File: src/hw/rtl/fgde_pkg.sv
// fgde_pkg: shared widths, payload types, status codes and the cordic angle table
// for the field gradient direction estimator; depends on nothing
package fgde_pkg;

	localparam int DEPTH        = 512;
	localparam int ADDR_W       = $clog2(DEPTH);
	localparam int CNT_W        = $clog2(DEPTH + 1);
	localparam int FW           = 24;
	localparam int DW           = FW + 1;
	localparam int SW           = 64;
	localparam int MW           = 72;
	localparam int PW           = 2 * MW;
	localparam int NORM_W       = 30;
	localparam int CW           = 34;
	localparam int ZW           = 32;
	localparam int AW           = 16;
	localparam int CORDIC_STEPS = 24;
	localparam int STEP_W       = $clog2(CORDIC_STEPS);
	localparam int ROUND_SH     = 11;
	localparam logic signed [ZW-1:0] PI_Z      = 32'sd52707179;
	localparam logic signed [ZW-1:0] ROUND_ADD = 32'sd1024;
	localparam logic signed [AW-1:0] ANGLE_MAX = 16'sd25736;

	localparam logic REQ_STORE  = 1'b0;
	localparam logic REQ_SOLVE  = 1'b1;
	localparam logic METHOD_LSQ = 1'b0;
	localparam logic METHOD_EXT = 1'b1;

	typedef enum logic [2:0] {
		ST_SOLVED   = 3'd0,
		ST_FEW      = 3'd1,
		ST_SINGULAR = 3'd2,
		ST_STORED   = 3'd3,
		ST_FULL     = 3'd4
	} status_t;

	typedef struct packed {
		logic                 req_type;
		logic signed [FW-1:0] pos_x;
		logic signed [FW-1:0] pos_y;
		logic signed [FW-1:0] measurement;
	} req_t;

	typedef struct packed {
		logic signed [AW-1:0] angle;
		logic [2:0]           status;
	} rsp_t;

	typedef struct packed {
		logic signed [FW-1:0] x;
		logic signed [FW-1:0] y;
		logic signed [FW-1:0] m;
	} sample_t;

	typedef struct packed {
		logic                 start;
		logic signed [MW-1:0] a;
		logic signed [MW-1:0] b;
	} mul_req_t;

	typedef struct packed {
		logic                 done;
		logic signed [PW-1:0] prod;
	} mul_rsp_t;

	typedef struct packed {
		logic                 start;
		logic signed [PW-1:0] gx;
		logic signed [PW-1:0] gy;
	} ang_req_t;

	typedef struct packed {
		logic                 done;
		logic signed [AW-1:0] angle;
	} ang_rsp_t;

	// atan(2^-i) in units of 2^-24 rad
	function automatic logic [ZW-1:0] atan_entry(input logic [STEP_W-1:0] i);
		logic [ZW-1:0] v;
		case (i)
			5'd0:    v = 32'd13176795;
			5'd1:    v = 32'd7778716;
			5'd2:    v = 32'd4110060;
			5'd3:    v = 32'd2086331;
			5'd4:    v = 32'd1047214;
			5'd5:    v = 32'd524117;
			5'd6:    v = 32'd262123;
			5'd7:    v = 32'd131069;
			5'd8:    v = 32'd65536;
			5'd9:    v = 32'd32768;
			5'd10:   v = 32'd16384;
			5'd11:   v = 32'd8192;
			5'd12:   v = 32'd4096;
			5'd13:   v = 32'd2048;
			5'd14:   v = 32'd1024;
			5'd15:   v = 32'd512;
			5'd16:   v = 32'd256;
			5'd17:   v = 32'd128;
			5'd18:   v = 32'd64;
			5'd19:   v = 32'd32;
			5'd20:   v = 32'd16;
			5'd21:   v = 32'd8;
			5'd22:   v = 32'd4;
			5'd23:   v = 32'd2;
			default: v = 32'd0;
		endcase
		return v;
	endfunction

endpackage

File: src/hw/rtl/fgde_mul.sv
// fgde_mul: shared signed shift-add multiplier, one partial product per cycle
// depends on fgde_pkg
module fgde_mul (
	input  logic               clk,
	input  logic               arst_n,
	input  fgde_pkg::mul_req_t req,
	output fgde_pkg::mul_rsp_t rsp
);
	import fgde_pkg::*;

	logic          busy_q;
	logic          done_q;
	logic          neg_q;
	logic [PW-1:0] a_q;
	logic [MW-1:0] b_q;
	logic [PW-1:0] acc_q;
	logic [PW-1:0] prod_q;
	logic [MW-1:0] a_abs;
	logic [MW-1:0] b_abs;
	logic          last;

	assign a_abs = req.a[MW-1] ? MW'(-req.a) : MW'(req.a);
	assign b_abs = req.b[MW-1] ? MW'(-req.b) : MW'(req.b);
	assign last  = busy_q && (b_q == '0);

	always_ff @(posedge clk or negedge arst_n) begin
		if (!arst_n) begin
			busy_q <= 1'b0;
			done_q <= 1'b0;
		end else begin
			done_q <= last;
			if (req.start) begin
				busy_q <= 1'b1;
			end else if (last) begin
				busy_q <= 1'b0;
			end
		end
	end

	always_ff @(posedge clk) begin
		if (req.start) begin
			a_q   <= {{(PW-MW){1'b0}}, a_abs};
			b_q   <= b_abs;
			acc_q <= '0;
			neg_q <= req.a[MW-1] ^ req.b[MW-1];
		end else if (last) begin
			prod_q <= neg_q ? -acc_q : acc_q;
		end else if (busy_q) begin
			if (b_q[0]) begin
				acc_q <= acc_q + a_q;
			end
			a_q <= a_q << 1;
			b_q <= b_q >> 1;
		end
	end

	assign rsp.done = done_q;
	assign rsp.prod = signed'(prod_q);
endmodule

File: config.mk
export PLATFORM = sky130hd
export DESIGN_NAME = fgde_mul
export DESIGN_NICKNAME = d
export VERILOG_FILES = /design/src/hw/rtl/fgde_pkg.sv /design/src/hw/rtl/fgde_mul.sv
export SDC_FILE = /design/constraint.sdc
export NUM_CORES = 1
export LEC_CHECK = 0
export BUFFER_PORTS_ARGS = -buffer_cell sky130_fd_sc_hd__buf_2
export CAP_MARGIN = 20
export CORE_UTILIZATION = 45
export DETAILED_ROUTE_END_ITERATION = 8
export PLACE_DENSITY = 0.64
export SYNTH_ARGS = -nofsm -noshare
export SYNTH_HDL_FRONTEND = slang
export SYNTH_SLANG_ARGS = --single-unit
File: constraint.sdc
create_clock -name clk -period 5.9 [get_ports clk]
set_clock_uncertainty 0.2 [all_clocks]
set_input_delay 1.18 -clock clk [delete_from_list [all_inputs] [get_ports clk]]
set_output_delay 1.18 -clock clk [all_outputs]
set_load 0.05 [all_outputs]
==> results.md <==
* Max Slew Vio Count at 0
* Wire per inst at between 20 and 25 um
* H-tree levels at 2
* Hold Fails Final Rpt at 0
* Residual DRC count at 0
* Final Cycle Share at 0.876
* Antenna Nets Post-Route at 0
* Crit-path slowest cell: a2111oi_0
* Io pins at approximately 290
* Lkg Pwr at 14.3 nW
* Inst Count DP at 5,135
* Die Y at 276 um
* Commonest non-fill, non-tap cell in the layout: nand2_1
* TritonCTS clock tree: done
* WHS at 0.116 ns
* Mapped Cells at 4,037
* # nets final at 4,520
* XOR/XNOR Fraction of Synth Area at 0.104
* Area growth syn-to-layout at 12.4%
* Core box area at approximately 74,000 um^2
* #FFs+latches synth at about 500
* Min cycle time layout at 5.17 ns
* Compound-Gate Fraction of Synth Area at 0.209
* Layout cells sized above 1 at 0.119
* Max clock buf depth at 3
* Top cell by count, worst path: o211ai_1
* DIE AREA at around 76,000 um^2
* # Post-CTS Setup Buffers at 0
* Yosys warns at 0
* Cts bufs inserted at 58
* Worst path max stage delay at 0.84 ns
* Global Route Usage Sum at 0.283
* Initial antenna violation count at 13
* Final setup TNS at 0 ns
* # rows at 100
* CTS Hold Buffers Added at 0
* Synth cell types at 87
* First-pass GRT wire length at approximately 170,000 um
* # port buffers at between 200 and 300
* Slew @ Worst Pin at ~1.1 ns
* Critical path class: flip-flop to flip-flop
* Hold WC Path Type: primary input to async pin
* Max Fanout on Critical Path at 6
* Starting DRT DRC Count at 2,723
* Synth Cell Area at 33,700 um^2
* Reg2reg path depth at 14
* Pwr/cell area at 353 nW/um^2
* Main synth FF type: edfxtp_1
* DPL Wire Length at 84,600 um
* Ys async rst share at 0.00394
* RSZ-0062 raised after global routing: no
* Fraction of the yosys area taken by sequential cells at 0.387
* Worst EP required at 6.17 ns
* Max cap viols at 0
* Simple-gate area share of the yosys netlist at 0.208
* Final wirelength at 110,000 um
* Initial DRT Pass Iterations at 8
* Mux contribution to synthesized area at 0.00790
* Mapped Nets at 4,331
* Worst setup SP type: flip-flop
* Drt via density at ~5.9
* Initial Util at 0.454
* Clock latency on the worst-skew pair at 0.64 ns
* CP endpoint kind: flip-flop
* EDFF count, synth at ~290
* Largest net degree at the start of global routing at 219
* Mapped Avg Cell Area at 8.36 um^2
* CTS sink count at 507
* Final std cells w/o fill at 5,250
* GRT Residual Overflow at 0
* Vias at 31,100
* GPL Wtd Cong at approximately 1.0
* Overall power at 13.4 mW
* Vias in the first global route at between 20,000 and 30,000
* CP Cell Sequence: ha_1 > fa_1 > a21o_1 > a221oi_1 > o31ai_1 > o21ba_2 > o211ai_1 > a211oi_1 > o21bai_1 > a2111oi_0 > o211ai_1 > and3_1 > o21ai_0 > a21oi_1
* Most frequent cells in the layout: nand2_1 (641), a21oi_1 (558), nor2_1 (333), buf_2 (290), edfxtp_1 (289)
* Largest family of logic cells by synthesized area: compound AO/OA/AOI/OAI gates
* Die width at around 280 um
* Post-synthesis adder-cell area fraction at 0.0547
* Clock-pin slew on the worst setup and hold paths at ~0.060 ns
* Worst Path Arrival at ~5.4 ns
* Slew headroom at 0.251
* Final-report setup violation count at 0
* Worst VDD drop at 0.286 mV
* Highest clock rate at 194 MHz
* Status: finished, final reports clean
* CTS root buffer: clkbuf_16
* Post_cts resized at 0
==> flip-flops by register name, summed over array words and instances, names as in the netlist <==
name / flops
a_q: 144
acc_q: 144
b_q: 72
busy_q: 1
done_q: 1
neg_q: 1
prod_q: 144
==> synthesized netlist by cell type, types with 25 or more instances <==
| cell | instances | share of area |
|---|---|---|
| nand2_1 | 644 | 0.072 |
| a21oi_1 | 558 | 0.083 |
| nor2_1 | 334 | 0.037 |
| edfxtp_1 | 289 | 0.26 |
| o21ai_0 | 271 | 0.040 |
| xnor2_1 | 218 | 0.057 |
| dfxtp_1 | 216 | 0.13 |
| xor2_1 | 184 | 0.048 |
| clkbuf_1 | 181 | 0.020 |
| ha_1 | 146 | 0.054 |
| nand4_1 | 81 | 0.015 |
| o31ai_1 | 80 | 0.018 |
| nor3_1 | 76 | 0.011 |
| a21o_1 | 65 | 0.014 |
| nor4_1 | 64 | 0.012 |
| or3_1 | 64 | 0.012 |
| inv_1 | 53 | 0.0059 |
| nand3_1 | 50 | 0.0074 |
| o21bai_1 | 37 | 0.0082 |
| or4_1 | 36 | 0.0080 |
| nand2b_1 | 33 | 0.0061 |
| o41ai_1 | 31 | 0.0080 |
| a31oi_1 | 27 | 0.0050 |
| o21a_1 | 25 | 0.0056 |
==> critical path, delay by kind of cell (launching register included) <==
kind / cells / cell delay (ns)
fa+ha+maj: 2 / 0.49
flops: 1 / 0.43
compound gates: 11 / 3.66
simple gates: 1 / 0.24
==> layer usage <==
metal  vias to the layer above  GRT usage  wire length, um
met5                         -          0              105
met4                        18     0.0879             3440
met3                       192     0.0599             8880
met2                      1058      0.453            49700
met1                     14700      0.382            48100
li1                      15100          -                -
==> final timing paths <==
kind | from | to | slack (ns)
setup / recovery | acc_q[0] | acc_q[140] | 0.73
min in group clk | a_q[100] | a_q[101] | 0.27
max in group asynchronous | arst_n | busy_q | 5.29
setup reg to reg | acc_q[0] | acc_q[140] | 0.73
hold / removal | arst_n | done_q | 0.12
hold reg to reg | a_q[100] | a_q[101] | 0.27
==> logic make-up (layout without fill, tap and decap cells) <==
logic type	Yosys count	after routing
multiplexers	24	24
XOR/XNOR	402	402
AND/OR/NAND/NOR	1500	1500
buffers and inverters	255	494
adder cells (fa/ha/maj)	147	147
other	0	5
AO/OA/AOI/OAI	1202	1202
flip-flops	507	507
==> through the flow <==
| step | setup WS (ns) | utilization | instance area [um^2] |
|---|---|---|---|
| finish | 0.734 | 0.511 | 37900 |
| global route | 0.423 | 0.510 | 37900 |
| CTS | 0.881 | 0.510 | 37900 |
| detailed placement | 0.386 | 0.484 | 36000 |
| global placement | 0.460 | 0.484 | 36000 |
| floorplan | 0.100 | - | 33700 |
==> power breakdown <==
group	internal [mW]	switching, mW	total, mW
Sequential	4.20	0.533	4.73
Combinational	1.84	3.14	4.98
Clock	2.13	1.57	3.70
Total	8.16	5.24	13.4
==> layout make-up <==
cell class              count  area [um^2]
fillers                  7238        36400
multi-input cells        3275        19700
diodes                      5         12.5
clock inverters            27          246
flip-flops and latches    507        13100
clock buffers              83         1690
repair buffers            330         1800
inverters                  54          203
well taps                 969         1210
Note: power is estimated with default switching activity, not from simulation.
