$ cat config.mk
export PLATFORM = sky130hd
export DESIGN_NAME = fgde_angle
export DESIGN_NICKNAME = d
export VERILOG_FILES = /design/src/hw/rtl/fgde_pkg.sv /design/src/hw/rtl/fgde_angle.sv
export SDC_FILE = /design/constraint.sdc
export NUM_CORES = 2
export LEC_CHECK = 0
export BUFFER_PORTS_ARGS = -buffer_cell sky130_fd_sc_hd__buf_2
export CAP_MARGIN = 20
export CORE_ASPECT_RATIO = 2
export CORE_MARGIN = 2
export CORE_UTILIZATION = 39
export DETAILED_ROUTE_END_ITERATION = 10
export HOLD_SLACK_MARGIN = 0.1
export PLACE_DENSITY = 0.55
export SETUP_SLACK_MARGIN = 0.5
export SLEW_MARGIN = 0
export SYNTH_ARGS = -nofsm -noshare
export SYNTH_HDL_FRONTEND = slang
export SYNTH_SLANG_ARGS = --single-unit
$ cat constraint.sdc
create_clock -name clk -period 9.5 [get_ports clk]
set_input_delay 1.425 -clock clk [delete_from_list [all_inputs] [get_ports clk]]
set_output_delay 1.425 -clock clk [all_outputs]
set_load 0.1 [all_outputs]
$ cat src/hw/rtl/fgde_pkg.sv
// fgde_pkg: shared widths, payload types, status codes and the cordic angle table
// for the field gradient direction estimator; depends on nothing
package fgde_pkg;

	localparam int DEPTH        = 512;
	localparam int ADDR_W       = $clog2(DEPTH);
	localparam int CNT_W        = $clog2(DEPTH + 1);
	localparam int FW           = 24;
	localparam int DW           = FW + 1;
	localparam int SW           = 64;
	localparam int MW           = 72;
	localparam int PW           = 2 * MW;
	localparam int NORM_W       = 30;
	localparam int CW           = 34;
	localparam int ZW           = 32;
	localparam int AW           = 16;
	localparam int CORDIC_STEPS = 24;
	localparam int STEP_W       = $clog2(CORDIC_STEPS);
	localparam int ROUND_SH     = 11;
	localparam logic signed [ZW-1:0] PI_Z      = 32'sd52707179;
	localparam logic signed [ZW-1:0] ROUND_ADD = 32'sd1024;
	localparam logic signed [AW-1:0] ANGLE_MAX = 16'sd25736;

	localparam logic REQ_STORE  = 1'b0;
	localparam logic REQ_SOLVE  = 1'b1;
	localparam logic METHOD_LSQ = 1'b0;
	localparam logic METHOD_EXT = 1'b1;

	typedef enum logic [2:0] {
		ST_SOLVED   = 3'd0,
		ST_FEW      = 3'd1,
		ST_SINGULAR = 3'd2,
		ST_STORED   = 3'd3,
		ST_FULL     = 3'd4
	} status_t;

	typedef struct packed {
		logic                 req_type;
		logic signed [FW-1:0] pos_x;
		logic signed [FW-1:0] pos_y;
		logic signed [FW-1:0] measurement;
	} req_t;

	typedef struct packed {
		logic signed [AW-1:0] angle;
		logic [2:0]           status;
	} rsp_t;

	typedef struct packed {
		logic signed [FW-1:0] x;
		logic signed [FW-1:0] y;
		logic signed [FW-1:0] m;
	} sample_t;

	typedef struct packed {
		logic                 start;
		logic signed [MW-1:0] a;
		logic signed [MW-1:0] b;
	} mul_req_t;

	typedef struct packed {
		logic                 done;
		logic signed [PW-1:0] prod;
	} mul_rsp_t;

	typedef struct packed {
		logic                 start;
		logic signed [PW-1:0] gx;
		logic signed [PW-1:0] gy;
	} ang_req_t;

	typedef struct packed {
		logic                 done;
		logic signed [AW-1:0] angle;
	} ang_rsp_t;

	// atan(2^-i) in units of 2^-24 rad
	function automatic logic [ZW-1:0] atan_entry(input logic [STEP_W-1:0] i);
		logic [ZW-1:0] v;
		case (i)
			5'd0:    v = 32'd13176795;
			5'd1:    v = 32'd7778716;
			5'd2:    v = 32'd4110060;
			5'd3:    v = 32'd2086331;
			5'd4:    v = 32'd1047214;
			5'd5:    v = 32'd524117;
			5'd6:    v = 32'd262123;
			5'd7:    v = 32'd131069;
			5'd8:    v = 32'd65536;
			5'd9:    v = 32'd32768;
			5'd10:   v = 32'd16384;
			5'd11:   v = 32'd8192;
			5'd12:   v = 32'd4096;
			5'd13:   v = 32'd2048;
			5'd14:   v = 32'd1024;
			5'd15:   v = 32'd512;
			5'd16:   v = 32'd256;
			5'd17:   v = 32'd128;
			5'd18:   v = 32'd64;
			5'd19:   v = 32'd32;
			5'd20:   v = 32'd16;
			5'd21:   v = 32'd8;
			5'd22:   v = 32'd4;
			5'd23:   v = 32'd2;
			default: v = 32'd0;
		endcase
		return v;
	endfunction

endpackage

$ cat src/hw/rtl/fgde_angle.sv
// fgde_angle: scales a wide vector to 30 bits and runs a vectoring cordic,
// one shift or one micro-rotation per cycle; depends on fgde_pkg
module fgde_angle (
	input  logic               clk,
	input  logic               arst_n,
	input  fgde_pkg::ang_req_t req,
	output fgde_pkg::ang_rsp_t rsp
);
	import fgde_pkg::*;

	typedef enum logic [4:0] {
		A_IDLE  = 5'b00001,
		A_NORM  = 5'b00010,
		A_FOLD  = 5'b00100,
		A_ITER  = 5'b01000,
		A_ROUND = 5'b10000
	} ang_state_t;

	ang_state_t             state_q;
	logic                   done_q;
	logic [PW-1:0]          mx_q;
	logic [PW-1:0]          my_q;
	logic                   negx_q;
	logic                   negy_q;
	logic                   zero_q;
	logic signed [CW-1:0]   x_q;
	logic signed [CW-1:0]   y_q;
	logic signed [ZW-1:0]   z_q;
	logic [STEP_W-1:0]      i_q;
	logic signed [AW-1:0]   angle_q;
	logic                   big;
	logic signed [CW-1:0]   xs;
	logic signed [CW-1:0]   ys;
	logic signed [CW-1:0]   dx;
	logic signed [CW-1:0]   dy;
	logic signed [ZW-1:0]   zr;
	logic signed [ZW-1:0]   zs;
	logic signed [AW-1:0]   ang_c;

	assign big = (|mx_q[PW-1:NORM_W]) || (|my_q[PW-1:NORM_W]);
	assign xs  = negx_q ? -CW'(mx_q[NORM_W-1:0]) : CW'(mx_q[NORM_W-1:0]);
	assign ys  = negy_q ? -CW'(my_q[NORM_W-1:0]) : CW'(my_q[NORM_W-1:0]);
	assign dx  = x_q >>> i_q;
	assign dy  = y_q >>> i_q;
	assign zr  = z_q + ROUND_ADD;
	assign zs  = zr >>> ROUND_SH;

	always_comb begin
		if (zs > ZW'(ANGLE_MAX)) begin
			ang_c = ANGLE_MAX;
		end else if (zs < -ZW'(ANGLE_MAX)) begin
			ang_c = -ANGLE_MAX;
		end else begin
			ang_c = AW'(zs);
		end
	end

	always_ff @(posedge clk or negedge arst_n) begin
		if (!arst_n) begin
			state_q <= A_IDLE;
			done_q  <= 1'b0;
		end else begin
			done_q <= 1'b0;
			unique case (state_q)
				A_IDLE:  if (req.start) state_q <= A_NORM;
				A_NORM:  if (!big) state_q <= A_FOLD;
				A_FOLD:  state_q <= A_ITER;
				A_ITER:  if (i_q == STEP_W'(CORDIC_STEPS - 1)) state_q <= A_ROUND;
				A_ROUND: begin
					state_q <= A_IDLE;
					done_q  <= 1'b1;
				end
				default: state_q <= A_IDLE;
			endcase
		end
	end

	always_ff @(posedge clk) begin
		case (state_q)
			A_IDLE: begin
				mx_q   <= req.gx[PW-1] ? PW'(-req.gx) : PW'(req.gx);
				my_q   <= req.gy[PW-1] ? PW'(-req.gy) : PW'(req.gy);
				negx_q <= req.gx[PW-1];
				negy_q <= req.gy[PW-1];
			end
			A_NORM: begin
				if (big) begin
					mx_q <= mx_q >> 1;
					my_q <= my_q >> 1;
				end
			end
			A_FOLD: begin
				zero_q <= (mx_q[NORM_W-1:0] == '0) && (my_q[NORM_W-1:0] == '0);
				i_q    <= '0;
				if (xs < 0) begin
					// left half plane: turn by half a circle first
					z_q <= (ys >= 0) ? PI_Z : -PI_Z;
					x_q <= -xs;
					y_q <= -ys;
				end else begin
					z_q <= '0;
					x_q <= xs;
					y_q <= ys;
				end
			end
			A_ITER: begin
				i_q <= i_q + 1'b1;
				if (y_q > 0) begin
					x_q <= x_q + dy;
					y_q <= y_q - dx;
					z_q <= z_q + signed'(atan_entry(i_q));
				end else begin
					x_q <= x_q - dy;
					y_q <= y_q + dx;
					z_q <= z_q - signed'(atan_entry(i_q));
				end
			end
			A_ROUND: angle_q <= zero_q ? '0 : ang_c;
			default: ;
		endcase
	end

	assign rsp.done  = done_q;
	assign rsp.angle = angle_q;
endmodule

==> results.yml <==
setup_path:
  crit_family: "compound AO/OA/AOI/OAI gates"
  crit_buf_inv: 1
  slowest_delay_ns: 1.11
  worst_setup_path_start_kind: "flop"
  reg2reg_from: "i_q[1]"
  slowest_stage: "a2111oi_0"
  cp_max_fo: 71
  worstPathCellList: "buf_4 -> mux4_2 -> mux2_2 -> mux2i_1 -> nor2_1 -> a21oi_1 -> ha_1 -> nor2_1 -> xor2_1 -> ha_1 -> a211oi_1 -> o21ai_0 -> a2111oi_0 -> o211a_1 -> o21ai_0 -> o31ai_1 -> o21ai_0 -> or2_2 -> a21oi_1 -> xor2_1 -> o21ai_0"
  rr_worst_depth: 21
  worstPathArrival_ns: 7.68
  required_ns: 9.86
  timing.rr.end: "x_q[30]"
  critPathMostFrequentCell: "o21ai_0"
  worstSetupPathType: "reg2reg"
  end_kind: "flop"
  crit_path_start: "i_q[1]"
  regToRegSetupSlack_ns: 2.17
yosys:
  syn_area_sq_um: 39000
  syn_nets: 4906
  synth_seq_area_share_pct: 33.3
  yosysUniqueCellTypes: 93
  synthTopCellsByArea: "edfxtp_1 (32%), xor2_1 (9.0%), o21ai_0 (6.8%)"
  avgSynthCellArea_sq_um: 8.67
  ys_warn_count: 0
  synth_ff_type: "edfxtp_1"
  syn_inst: 4498
  yosys.cell_count.top_type: "nand2_1"
  synth_top_area_share_pct: 31.7
  synthTopCellsByCount: "nand2_1 (608), o21ai_0 (530), edfxtp_1 (412)"
  synth_edf_count: 412
  synth_top_area_cell: "edfxtp_1"
  synth_seq_cells: 442
  ys_async_sr_fraction_pct: 1.36
route:
  postRouteAntennaNets: 0
  drc_errors: 0
  totalWireLength_um: 144000
  dr_total_vias: 35688
  detail_route.wl_per_cell_um: 23.8
  via_per_inst: 5.90
  drt_pass1_iterations: 5
  drtIter0Drc: 2141
hold_path:
  hold_path.startpoint: "mx_q[40]"
  worstHoldEndpoint: "mx_q[39]"
  hold_depth: 2
  hold_path.class: "reg2reg"
cts:
  clk_pin_slew_ns: 0.07
  cts_buffer_depth: 3
  ctsHoldBuffers: 0
  cts_sinks: 442
  cts-root-buf: "clkbuf_16"
  postCtsResizedCells: 0
  insertion_delay_ns: 0.65
  cts_buffers: 46
  cts_tree: "done"
  cts_setup_buffers: 0
  htree_levels: 2
run:
  maxCapViolations: 0
timing:
  setup_tns_ns: 0
  rsz0062_at_grt: "no"
  skew_ns: 0.0382
  finalHoldViolCount: 0
  fin_ws_ns: 2.17
  max_freq_mhz: 136
  period_needed_ns: 7.33
  maxSlewViolCount: 0
  fin_crit_sh_pct: 77.1
  setup_viol: 0
  relSlewSlack_pct: 16.7
  tightest_slew_ns: 1.22
place:
  port_buffers: 307
  place_congestion: 1.05
  place_hpwl_um: 113000
  place_ws_ns: 2.00
  dp.cells: 5938
global_route:
  grt_max_degree: 113
  grt_overflow_total: 0
  grt_usage_pct: 27.9
  grt_pass1_wl_um: 216000
  grt_pass1_vias: 36070
  antenna_found_initial: 43
power:
  p_per_area_nw_per_um2: 261
  ir_drop_v: 0.000214
  p_leak_nw: 15.5
die:
  dieArea_sq_um: 103000
  core_sq_um: 99500
  die_x_um: 228
  io-pin-count: 308
  start_util_pct: 39.2
  die_h_um: 451
  num_rows: 164
finish:
  final_cells: 6044
  layout-drive-gt1-share_pct: 13.4
  fin_util_pct: 43.6
  area_delta_synth_final_pct: 11.3
  final_nets: 5071
run_status:
  status: "complete, no violations"
-- stage by stage --
stage          instance area, sq um  hold slack, ns  total power, mW
2_1_floorplan                 39000           0.522             7.70
3_3_place_gp                  41700           0.535             9.25
4_1_cts                       43300           0.558             11.3
3_5_place_dp                  41700           0.547             9.29
6_report                      43400           0.554             11.3
5_1_grt                       43400           0.574             12.1
-- routing by layer --
layer / track usage [%] / vias up / part of all wire [%]
met5: 0 / - / 0.28
met4: 20.0 / 58 / 8.1
met3: 5.82 / 476 / 5.5
met2: 51.8 / 1125 / 53
met1: 26.6 / 16915 / 33
li1: - / 17114 / -
-- how the worst max path moves through the flow --
stage | end | slack [ns] | depth (start not counted)
4_1_cts | x_q[30] | 1.95 | 18
3_3_place_gp | x_q[30] | 1.93 | 18
5_1_grt | x_q[30] | 1.71 | 22
3_5_place_dp | x_q[30] | 2.00 | 18
6_report | x_q[30] | 2.17 | 21
2_1_floorplan | mx_q[0] | 1.32 | 7
-- worst reg2reg max path, delay by kind of cell, from the launching register on --
family	cells	cell delay (ns)
compound gates	10	3.21
xor+xnor	2	0.34
fa+ha+maj	2	0.61
buf+inv	1	0.65
flops	1	0.33
mux	3	1.42
simple gates	3	0.48
-- where the power goes --
part           total [mW]  switching (mW)  internal [mW]
Clock                2.00           0.868           1.13
Combinational        5.18            3.27           1.91
Sequential           4.14           0.700           3.44
-- cell usage in the layout, fill, tap and decap left out, types with 33 or more instances in the layout --
master | netlist | layout
or2_2 | 44 | 44
clkbuf_16 | 0 | 47
nor4_1 | 114 | 114
mux2i_1 | 51 | 51
o21ai_0 | 530 | 530
nor2_1 | 305 | 304
nand2_1 | 608 | 607
inv_1 | 72 | 71
or3_1 | 84 | 84
xnor2_1 | 163 | 163
nor3_1 | 104 | 103
o31ai_1 | 100 | 100
o41ai_1 | 56 | 56
nand3_1 | 92 | 91
or4_1 | 46 | 46
mux4_2 | 90 | 90
a21o_1 | 47 | 47
edfxtp_1 | 412 | 412
o21a_1 | 33 | 33
buf_4 | 4 | 47
a21oi_1 | 282 | 282
nand4_1 | 46 | 46
ha_1 | 114 | 114
xor2_1 | 403 | 403
buf_2 | 14 | 306
nand2b_1 | 61 | 61
-- logic make-up after synthesis --
family,after synthesis,share of synthesized area (%)
AO/OA/AOI/OAI,1261,19.5
XOR/XNOR,566,12.7
adder cells (fa/ha/maj),117,3.81
buffers and inverters,318,3.19
flip-flops,442,33.3
multiplexers,166,7.23
AND/OR/NAND/NOR,1628,20.2
-- state kept, by name, indices dropped and copies added (netlist names), named ones only --
register	count
angle_q	16
state_q	5
negx_q	1
done_q	1
negy_q	1
i_q	5
zero_q	1
mx_q	144
my_q	144
x_q	34
z_q	32
y_q	34
-- area by class of cell --
type	instances	area, sq um
sequential	442	13000
multi-input combinational	3738	24800
inverter	76	288
clock inverter	29	369
clock buffer	57	1240
tap	1328	1660
antenna	15	37.5
timing repair buffer	359	2000
fill	10026	56100
Note: power is estimated with default switching activity, not from simulation.
